### config.mk
export PLATFORM = sky130hd
export DESIGN_NAME = laser_scanner_telegram_receiver_unit
export DESIGN_NICKNAME = d
export VERILOG_FILES = /design/src/rtl/lstr_pkg.sv /design/src/rtl/lstr_decoder.sv /design/src/rtl/laser_scanner_telegram_receiver_unit.sv
export SDC_FILE = /design/constraint.sdc
export NUM_CORES = 1
export LEC_CHECK = 0
export ABC_AREA = 1
export BUFFER_PORTS_ARGS = -buffer_cell sky130_fd_sc_hd__buf_2
export CAP_MARGIN = 5
export CELL_PAD_IN_SITES_DETAIL_PLACEMENT = 1
export CELL_PAD_IN_SITES_GLOBAL_PLACEMENT = 1
export CORE_UTILIZATION = 40
export CTS_CLUSTER_SIZE = 28
export DETAILED_ROUTE_END_ITERATION = 10
export GPL_ROUTABILITY_DRIVEN = 0
export GPL_TIMING_DRIVEN = 0
export PLACE_DENSITY_LB_ADDON = 0.05
export SYNTH_ARGS = -nofsm -noshare
export SYNTH_HDL_FRONTEND = slang
export SYNTH_HIERARCHICAL = 1
export SYNTH_SLANG_ARGS = --single-unit
### constraint.sdc
create_clock -name clk -period 7.95 [get_ports clk]
set_clock_uncertainty 0.1 [all_clocks]
set_input_delay 0.3975 -clock clk [delete_from_list [all_inputs] [get_ports clk]]
set_output_delay 0.3975 -clock clk [all_outputs]
set_load 0.01 [all_outputs]
### src/rtl/lstr_pkg.sv
`default_nettype none
// ----------------------------------------------------------------------------
// lstr_pkg
// Types, codes and the CRC16 step shared by the telegram receiver.
// ----------------------------------------------------------------------------
package lstr_pkg;

	localparam logic [7:0]  BYTE_ACK = 8'h06;
	localparam logic [7:0]  BYTE_NAK = 8'h15;
	localparam logic [7:0]  BYTE_STX = 8'h02;
	localparam logic [15:0] CRC_POLY = 16'h8005;

	localparam logic [15:0] TIMEOUT_RESET = 16'd200;
	localparam logic [15:0] MAXLEN_RESET  = 16'd806;

	typedef enum logic [0:0] {
		OP_BYTE = 1'b0,
		OP_TICK = 1'b1
	} op_t;

	typedef enum logic [1:0] {
		KIND_DATA = 2'd0,
		KIND_DONE = 2'd1,
		KIND_ERR  = 2'd2
	} kind_t;

	typedef enum logic [2:0] {
		ERR_NONE    = 3'd0,
		ERR_HDR_TO  = 3'd1,
		ERR_BODY_TO = 3'd2,
		ERR_START   = 3'd3,
		ERR_LENGTH  = 3'd4
	} err_t;

	typedef enum logic [0:0] {
		REG_TIMEOUT = 1'b0,
		REG_MAXLEN  = 1'b1
	} reg_idx_t;

	typedef enum logic [2:0] {
		PH_HUNT  = 3'd0,
		PH_ADDR  = 3'd1,
		PH_LENLO = 3'd2,
		PH_LENHI = 3'd3,
		PH_DATA  = 3'd4,
		PH_CKLO  = 3'd5,
		PH_CKHI  = 3'd6
	} phase_t;

	typedef struct packed {
		logic [0:0] op;
		logic [7:0] rx_byte;
	} in_item_t;

	typedef struct packed {
		logic [1:0]  kind;
		logic [7:0]  data_byte;
		logic [15:0] byte_index;
		logic [7:0]  address;
		logic [15:0] length;
		logic [2:0]  error_code;
		logic [15:0] crc_computed;
		logic [15:0] crc_received;
		logic [0:0]  crc_match;
		logic [0:0]  last;
	} out_item_t;

	typedef struct packed {
		logic [15:0] timeout_ticks;
		logic [15:0] max_payload_len;
	} cfg_t;

	function automatic logic [15:0] crc_step(input logic [15:0] crc, input logic [7:0] prev,
		input logic [7:0] b);
		logic [15:0] c;
		c = {crc[14:0], 1'b0};
		if (crc[15]) begin
			c = c ^ CRC_POLY;
		end
		return c ^ {prev, b};
	endfunction

endpackage
`default_nettype wire

### src/rtl/lstr_decoder.sv
`default_nettype none
// ----------------------------------------------------------------------------
// lstr_decoder
// Telegram state, CRC accumulation and per-item result generation.
// ----------------------------------------------------------------------------
module lstr_decoder import lstr_pkg::*; (
	input  wire       clk,
	input  wire       arst_n,
	input  wire       step,
	input  in_item_t  item,
	input  cfg_t      cfg,
	output logic      res_valid,
	output out_item_t res
);

	phase_t      phase_q, phase_d;
	logic [15:0] count_q, count_d;
	logic [15:0] len_q, len_d;
	logic [7:0]  addr_q, addr_d;
	logic [15:0] crc_q, crc_d;
	logic [7:0]  prev_q, prev_d;
	logic [7:0]  cklo_q, cklo_d;
	logic [15:0] idle_q, idle_d;

	logic        is_tick;
	logic [7:0]  b;
	logic        tick_live;
	logic [15:0] idle_inc;
	logic        expire;
	logic        in_header;
	logic [15:0] len_new;
	logic [15:0] count_inc;
	logic [15:0] crc_fed;
	logic [15:0] rx_crc;
	logic        skip_byte;

	assign is_tick   = (item.op == OP_TICK);
	assign b         = item.rx_byte;
	assign tick_live = (phase_q != PH_HUNT) && (cfg.timeout_ticks != '0);
	assign idle_inc  = (idle_q == 16'hffff) ? idle_q : idle_q + 16'd1;
	assign expire    = tick_live && (idle_inc >= cfg.timeout_ticks);
	assign in_header = (phase_q == PH_ADDR) || (phase_q == PH_LENLO) || (phase_q == PH_LENHI);
	assign len_new   = {b, len_q[7:0]};
	assign count_inc = count_q + 16'd1;
	assign crc_fed   = crc_step(crc_q, prev_q, b);
	assign rx_crc    = {b, cklo_q};
	assign skip_byte = (b == BYTE_ACK) || (b == BYTE_NAK);

	// next phase
	always_comb begin
		phase_d = phase_q;
		if (step) begin
			if (is_tick) begin
				if (expire) begin
					phase_d = PH_HUNT;
				end
			end else begin
				unique case (phase_q)
					PH_ADDR:  phase_d = PH_LENLO;
					PH_LENLO: phase_d = PH_LENHI;
					PH_LENHI: begin
						if (len_new > cfg.max_payload_len) begin
							phase_d = PH_HUNT;
						end else if (len_new == '0) begin
							phase_d = PH_CKLO;
						end else begin
							phase_d = PH_DATA;
						end
					end
					PH_DATA:  phase_d = (count_inc >= len_q) ? PH_CKLO : PH_DATA;
					PH_CKLO:  phase_d = PH_CKHI;
					PH_CKHI:  phase_d = PH_HUNT;
					default:  phase_d = (b == BYTE_STX) ? PH_ADDR : PH_HUNT;
				endcase
			end
		end
	end

	// datapath and result
	always_comb begin
		count_d   = count_q;
		len_d     = len_q;
		addr_d    = addr_q;
		crc_d     = crc_q;
		prev_d    = prev_q;
		cklo_d    = cklo_q;
		idle_d    = idle_q;
		res_valid = 1'b0;
		res       = '0;
		if (step) begin
			if (is_tick) begin
				if (tick_live) begin
					idle_d = idle_inc;
					if (expire) begin
						idle_d         = '0;
						res_valid      = 1'b1;
						res.kind       = KIND_ERR;
						res.address    = addr_q;
						res.length     = len_q;
						res.error_code = in_header ? ERR_HDR_TO : ERR_BODY_TO;
						res.last       = 1'b1;
					end
				end
			end else begin
				idle_d = '0;
				unique case (phase_q)
					PH_ADDR: begin
						addr_d = b;
						crc_d  = crc_fed;
						prev_d = b;
					end
					PH_LENLO: begin
						len_d  = {8'h00, b};
						crc_d  = crc_fed;
						prev_d = b;
					end
					PH_LENHI: begin
						len_d   = len_new;
						crc_d   = crc_fed;
						prev_d  = b;
						count_d = '0;
						if (len_new > cfg.max_payload_len) begin
							res_valid      = 1'b1;
							res.kind       = KIND_ERR;
							res.address    = addr_q;
							res.length     = len_new;
							res.error_code = ERR_LENGTH;
							res.last       = 1'b1;
						end
					end
					PH_DATA: begin
						crc_d          = crc_fed;
						prev_d         = b;
						count_d        = count_inc;
						res_valid      = 1'b1;
						res.kind       = KIND_DATA;
						res.data_byte  = b;
						res.byte_index = count_q;
						res.address    = addr_q;
						res.length     = len_q;
					end
					PH_CKLO: begin
						cklo_d = b;
					end
					PH_CKHI: begin
						res_valid        = 1'b1;
						res.kind         = KIND_DONE;
						res.address      = addr_q;
						res.length       = len_q;
						res.crc_computed = crc_q;
						res.crc_received = rx_crc;
						res.crc_match    = (crc_q == rx_crc);
						res.last         = 1'b1;
					end
					default: begin
						if (!skip_byte) begin
							if (b != BYTE_STX) begin
								res_valid      = 1'b1;
								res.kind       = KIND_ERR;
								res.error_code = ERR_START;
								res.last       = 1'b1;
							end else begin
								addr_d  = '0;
								len_d   = '0;
								count_d = '0;
								crc_d   = {8'h00, BYTE_STX};
								prev_d  = BYTE_STX;
								cklo_d  = '0;
							end
						end
					end
				endcase
			end
		end
	end

	always_ff @(posedge clk or negedge arst_n) begin
		if (!arst_n) begin
			phase_q <= PH_HUNT;
			count_q <= '0;
			len_q   <= '0;
			addr_q  <= '0;
			crc_q   <= '0;
			prev_q  <= '0;
			cklo_q  <= '0;
			idle_q  <= '0;
		end else begin
			phase_q <= phase_d;
			count_q <= count_d;
			len_q   <= len_d;
			addr_q  <= addr_d;
			crc_q   <= crc_d;
			prev_q  <= prev_d;
			cklo_q  <= cklo_d;
			idle_q  <= idle_d;
		end
	end

endmodule
`default_nettype wire

### src/rtl/laser_scanner_telegram_receiver_unit.sv
`default_nettype none
// ----------------------------------------------------------------------------
// laser_scanner_telegram_receiver_unit
// Parses scanner telegrams from serial bytes and timer ticks, emits payload
// bytes and a completion or error item with the CRC16 check.
// ----------------------------------------------------------------------------
// channel   signals                              item
// item      item_valid/item_ready/item           op, rx_byte
// result    result_valid/result_ready/result     payload, completion or error
// cfg       cfg_valid/cfg_ready/cfg_index/data   0 timeout_ticks, 1 max_len
//
// One item per cycle unless stalled: input register, one pass through the
// decoder logic, result register; an item's result appears the cycle after
// it leaves the input register. A held result stalls the input register
// only when it is full. No start-up sweep after reset; cfg is always ready.
// ----------------------------------------------------------------------------
module laser_scanner_telegram_receiver_unit import lstr_pkg::*; (
	input  wire       clk,
	input  wire       arst_n,
	input  wire       item_valid,
	output logic      item_ready,
	input  in_item_t  item,
	output logic      result_valid,
	input  wire       result_ready,
	output out_item_t result,
	input  wire       cfg_valid,
	output logic      cfg_ready,
	input  reg_idx_t  cfg_index,
	input  wire [15:0] cfg_data
);

	logic      item_vld_s1;
	in_item_t  item_s1;
	logic      out_vld_q;
	out_item_t out_q;
	cfg_t      cfg_q;
	logic      out_free;
	logic      step;
	logic      res_valid;
	out_item_t res;

	assign out_free     = !out_vld_q || result_ready;
	assign step         = item_vld_s1 && out_free;
	assign item_ready   = !item_vld_s1 || out_free;
	assign cfg_ready    = 1'b1;
	assign result_valid = out_vld_q;
	assign result       = out_q;

	always_ff @(posedge clk or negedge arst_n) begin
		if (!arst_n) begin
			cfg_q.timeout_ticks   <= TIMEOUT_RESET;
			cfg_q.max_payload_len <= MAXLEN_RESET;
		end else if (cfg_valid && cfg_ready) begin
			unique case (cfg_index)
				REG_TIMEOUT: cfg_q.timeout_ticks   <= cfg_data;
				REG_MAXLEN:  cfg_q.max_payload_len <= cfg_data;
				default:     cfg_q                 <= cfg_q;
			endcase
		end
	end

	always_ff @(posedge clk or negedge arst_n) begin
		if (!arst_n) begin
			item_vld_s1 <= 1'b0;
		end else if (item_ready) begin
			item_vld_s1 <= item_valid;
		end
	end

	always_ff @(posedge clk) begin
		if (item_ready && item_valid) begin
			item_s1 <= item;
		end
	end

	lstr_decoder u_decoder (
		.clk       (clk),
		.arst_n    (arst_n),
		.step      (step),
		.item      (item_s1),
		.cfg       (cfg_q),
		.res_valid (res_valid),
		.res       (res)
	);

	always_ff @(posedge clk or negedge arst_n) begin
		if (!arst_n) begin
			out_vld_q <= 1'b0;
		end else if (out_free) begin
			out_vld_q <= step && res_valid;
		end
	end

	always_ff @(posedge clk) begin
		if (step && res_valid) begin
			out_q <= res;
		end
	end

	a_stall_holds: assert property (@(posedge clk) disable iff (!arst_n)
		(item_vld_s1 && !out_free) |=> item_vld_s1)
		else $error("input register dropped a stalled item");

	a_crc_match: assert property (@(posedge clk) disable iff (!arst_n)
		(result_valid && result.kind == KIND_DONE) |->
		(result.crc_match == (result.crc_computed == result.crc_received)) && result.last)
		else $error("completion item with inconsistent checksum flag");

	a_err_code: assert property (@(posedge clk) disable iff (!arst_n)
		(result_valid && result.kind == KIND_ERR) |->
		(result.error_code != ERR_NONE) && result.last)
		else $error("error item without error code");

endmodule
`default_nettype wire
After elaboration in Yosys (flattened, before gate mapping)
Cells that the tools add are included.

operators by class
  add/subtract/negate cells = 2
  $lt $le $gt $ge = 3
  eq/ne operators = 26
  muxes and demuxes = 52
  bitwise operators = 13
  reduce and logical (&&, ||, !) cells = 37

operator list
  operator               number
  $mux 16                9
  $mux 27                4
  $pmux 16 s3            2
  $pmux 24 s2            1
  $pmux 8 s2             3
  $add 16x1->16 const B  2
  $ge 16x16->1           2
  $mux 8                 4
  $pmux 16 s2            1
  $reduce_and 5->1       5
  $pmux 3 s6             1
  $eq 16x16->1           1
  $eq 16x16->1 const B   1
  $gt 16x16->1           1
  $logic_not 16->1       1
  $mux 2                 8
  $reduce_bool 16->1     1
  $reduce_or 4->1        4
  $xor 16x16->16         1
  $reduce_or 5->1        3
  $mux 3                 4
  $ne 2x2->1 const B     6
  $mux 1                 11
  $not 1->1              11
  23 further kinds       46

storage, ports and cells
  register bits after elaboration = 221
  output and inout bits = 90
  word-level logic and storage cells = 158

Longest topological paths before layout
  word-level depth = 9
  mapped depth = 23

By module
The synthesis kept the hierarchy.

modules (own cells, without submodules)
  module                                times used  cells each  area an instance (um^2)
  lstr_decoder                          1           930         6645.1
  laser_scanner_telegram_receiver_unit  1           253         4325.4

Least setup slack after synthesis
OpenSTA, ideal clock, no wires.

  path type = reg-to-reg
  start point = register u_decoder.idle_q[0]
  end point = register out_q, in the netlist result[0], enable pin
  setup time = 0.534 ns
  arrival time = 6.433 ns
  required time = 7.316 ns
  slack = 0.883 ns
  cell stages (with the launch flop) = 20
  path through = dfrtp_1 ha_1 nand3_1 nor3_1 nand2_1 nor3_1 xor2_1 nand2_1 ha_1 nand2_1 nor3_1 nand3_1 nand3_1 nand2_1 nand2_1 nand2_1 clkbuf_1 nor2_1 inv_1 nor2_1

on the way
  word-level cells in the longest chain between the ends = 9
  elaborated cells between the ends (all ways) = 10
  those cells by class = 1 x add/sub; 1 x order compare; 1 x eq/ne; 5 x mux; 2 x reduce/logical

ends and longest elaborated chain
  what                                                  line                                        source
  start, declared                                       lstr_decoder.sv:23                          logic [15:0] idle_q, idle_d;
  start signal, assigned                                lstr_decoder.sv:195                         idle_q <= idle_d;
  $add 16x1->16 / $eq 16x16->1 (equally long branches)  lstr_decoder.sv:40                          assign idle_inc = (idle_q == 16'hffff) ? idle_q : idle_q + 16'd1;
  $mux 16 (*)                                           lstr_decoder.sv:40
  $ge 16x16->1 (*)                                      lstr_decoder.sv:41                          assign expire = tick_live && (idle_inc >= cfg.timeout_ticks);
  $logic_and 1x1->1 (*)                                 lstr_decoder.sv:41
  $mux 1 (*)                                            lstr_decoder.sv:94                          if (expire) begin
  $mux 1 (*)                                            lstr_decoder.sv:92                          if (tick_live) begin
  $mux 1 (*)                                            lstr_decoder.sv:91                          if (is_tick) begin
  $mux 1 (*)                                            lstr_decoder.sv:90                          if (step) begin
  named net res_valid                                   laser_scanner_telegram_receiver_unit.sv:39  logic res_valid;
  $logic_and 1x1->1 (*)                                 laser_scanner_telegram_receiver_unit.sv:95  if (step && res_valid) begin
  end signal, assigned                                  laser_scanner_telegram_receiver_unit.sv:96  out_q <= res;
  end, declared                                         laser_scanner_telegram_receiver_unit.sv:35  out_item_t out_q;

Mark *: on every way through the listed nets, which the timed path passes. The rest lies on a longest branch.
A chain may end at the register's enable or synchronous reset.

Final worst setup path
  start point = register u_decoder.idle_q[0]
  end point = register out_q, in the netlist result[53], enable pin

The elaborated chain is that of the path after synthesis.

==> out/results.txt <==
Core area -> 27000 um^2
Detailed-route via count -> 8727
Syn Inst Count -> 1183
1st-iter DRT viols -> 473
Drt pass-1 iters -> 5
Fillers -> 3099
Max-cap viol count -> 0
Placed Instance Area -> 12100 um^2
Critical Path Fanout Max -> 28
Post-synthesis sequential area ratio -> 0.549
Antenna violations before repair -> 0
Clock transition at path regs -> 0.06 ns
Starting Density -> 0.407
Drt total wl -> 30900 um
Layout cells sized above 1 -> 0.162
Dominant cells by area after synthesis -> dfrtp_1 (27%), edfxtp_1 (26%), nand2_1 (8.1%), ha_1 (5.7%), inv_1 (5.2%)
Count of clock tree sinks -> 221
Crit Path Category -> flop to flop
Synth area leader -> dfrtp_1
Port-buffer cells -> 117
Post-route cell area -> 13000 um^2
Pwr/cell area -> 259 nW/um^2
Total power -> 3.37 mW
Worst slew pin tran -> 0.901 ns
Maximum clock frequency -> 177 MHz
Final hold viol count -> 0
Period utilization -> 0.709
Startpoint Class -> flop
Inserted Diodes -> 0
Total grt overflow -> 0
Util after Layout -> 0.484
Post-cts sizing count -> 0
Area growth from synthesis to layout -> 18.9%
RSZ-0062 raised after global routing -> no
Chip height -> 168 um
Main synth FF type -> dfrtp_1
Top-area cell type share of the netlist area -> 0.267
HPWL after DPL -> 22700 um
CTS tree -> built
Setup crit end kind -> flop
Storage cell area -> 6020 um^2
DP Worst Slack -> 2.37 ns
Worst-Skew Late Latency -> 0.53 ns
Seq cells post-synth -> 221
CTS buffer count -> 25
Final worst slack -> 2.31 ns
Routed vias/inst -> 5.13
Residual DRC -> 0
H-tree depth -> 1
Die W -> 168 um
Final Max Tran Viols -> 0
WL/cell -> 18.2 um
Hold WC Path Type -> input pin to flop
Rel. slew slack -> 0.399
Deepest clock path buffer count -> 3
Antenna viol nets, final -> 0
Synth cell types -> 48
Rows -> 60
Status -> finished clean
Area of the die -> 28100 um^2
Vias in the first global route -> 9069
Req. time, crit path -> 8.09 ns
Synthesis Warnings -> 6
Clock period minus worst slack -> 5.64 ns
First-pass GRT wire length -> 50100 um
Synth Cell Area -> 11000 um^2
Layout Nets -> 1423
Asr flop ratio synth -> 0.566
Worst vdd ir -> 0.147 mV
Arr. time, crit path -> 5.78 ns
Root Buffer -> clkbuf_16
Total track usage -> 0.227
Ports -> 121
Synthesized net count -> 1264
Final setup fails -> 0
EDFF count, synth -> 96
Largest net degree at the start of global routing -> 79
Syn avg cell area -> 9.27 um^2
LEAKAGE -> 6.23 nW
Multi-input logic area -> 4140 um^2
power by group:
part,switching [mW],internal [mW],total [mW]
clock,0.472,0.703,1.17
sequential,0.126,1.35,1.47
combinational,0.443,0.285,0.728
total,1.04,2.33,3.37
layout by cell type, fill, tap and decap left out, types with 25 or more instances in the layout:
cell type,synthesis,layout
nand2_1,237,237
inv_1,151,151
buf_2,8,124
nor2_1,122,121
dfrtp_1,117,117
edfxtp_1,96,96
nand3_1,74,74
ha_1,50,50
o22ai_1,49,49
a21oi_1,44,44
o21ai_0,42,42
nor3_1,40,40
clkbuf_16,0,25
layer usage:
metal,track usage,wire [um]
met1,0.302,14100
met2,0.391,14900
met3,0.0300,1120
met4,0.0566,731
met5,0,0
synth_stat cells, types with 2 or more instances:
| cell | number |
|---|---|
| xor2_1 | 20 |
| nor2_2 | 4 |
| nor3_1 | 40 |
| buf_2 | 8 |
| nand3_2 | 2 |
| o21a_1 | 2 |
| o21ai_2 | 3 |
| a22oi_1 | 2 |
| buf_4 | 9 |
| a221oi_1 | 4 |
| edfxtp_1 | 96 |
| nand2_1 | 237 |
| inv_2 | 10 |
| nor2_1 | 122 |
| a21oi_1 | 44 |
| nand2_2 | 3 |
| dfrtp_1 | 117 |
| buf_6 | 3 |
| nor2_4 | 2 |
| inv_1 | 151 |
| o21bai_1 | 2 |
| xnor2_1 | 18 |
| nand4_1 | 16 |
| o22ai_1 | 49 |
| dfstp_2 | 8 |
| clkinv_1 | 4 |
| nor4_1 | 4 |
| nand3_1 | 74 |
| o21ai_1 | 7 |
| o21ai_0 | 42 |
| ha_1 | 50 |
| clkbuf_1 | 14 |
worst paths after layout:
path,cells past startpoint,slack (ns),to,start
hold / removal,3,0.02,cfg_q[8],cfg_data[8]
max in group asynchronous,3,6.63,cfg_q[22],arst_n
setup / recovery,22,2.31,result[53],u_decoder/idle_q[0]
hold reg to reg,2,0.36,cfg_q[5],cfg_q[5]
min in group asynchronous,2,0.27,u_decoder/addr_q[4],arst_n
setup reg to reg,22,2.31,result[53],u_decoder/idle_q[0]
critical path: stages (launching register included):
cell	delay [ns]
dfrtp_1	0.40
ha_1	0.23
nand3_1	0.16
nor3_1	0.57
nand2_1	0.20
nor3_1	0.23
xor2_1	0.18
nand2_1	0.11
ha_1	0.31
nand2_1	0.08
nor3_1	0.26
nand3_1	0.10
nand3_1	0.13
nand2_1	0.06
nand2_1	0.11
nand2_1	0.21
clkbuf_1	0.33
nor2_1	0.35
inv_1	0.14
nor2_4	0.40
buf_12	0.26
buf_16	0.21
buf_16	0.18
cell families (layout without fill, tap and decap cells):
kind of cell / Yosys count / after routing / share of synthesized area
and+or+nand+nor: 511 / 511 / 0.201
DFF: 221 / 221 / 0.549
buffers and inverters: 200 / 378 / 0.0749
AOI/OAI and AO/OA: 162 / 162 / 0.0878
adders and majority gates: 50 / 50 / 0.0570
xor gates and xnor gates: 38 / 38 / 0.0303
other: 1 / 1 / 0.000342
state kept, by name, indices dropped and copies added, names as in the netlist, 8 cells and up:
register / count
u_decoder/cklo_q: 8
cfg_q: 32
result: 87
u_decoder/crc_q: 16
item_s1: 9
u_decoder/prev_q: 8
u_decoder/len_q: 16
u_decoder/addr_q: 8
u_decoder/idle_q: 16
u_decoder/count_q: 16
what timing repair did:
action | 4_1_cts | 5_1_grt
hold buffers | 11 | 0
setup buffers | 0 | 0
endpoints found under the hold margin | 55 | 0
setup endpoints to repair | 0 | 0
cell type report:
class / instances / share of cell area
Multi-Input combinational cell: 762 / 0.317
Clock inverter: 14 / 0.0117
Buffer: 34 / 0.0149
Clock buffer: 32 / 0.0523
Sequential cell: 221 / 0.462
Timing Repair Buffer: 132 / 0.0617
Inverter: 166 / 0.0482
Tap cell: 341 / 0.0327
metrics by stage:
step                      TNS (ns)  std cells  hold slack (ns)
after floorplan                  0       1183          0.00191
after global placement     -161.08       1641            0.351
after detailed placement         0       1645            0.266
after CTS                        0       1702          0.00151
after global routing             0       1702           0.0253
final                            0       1702           0.0219
(Power assumes the default switching activity.)
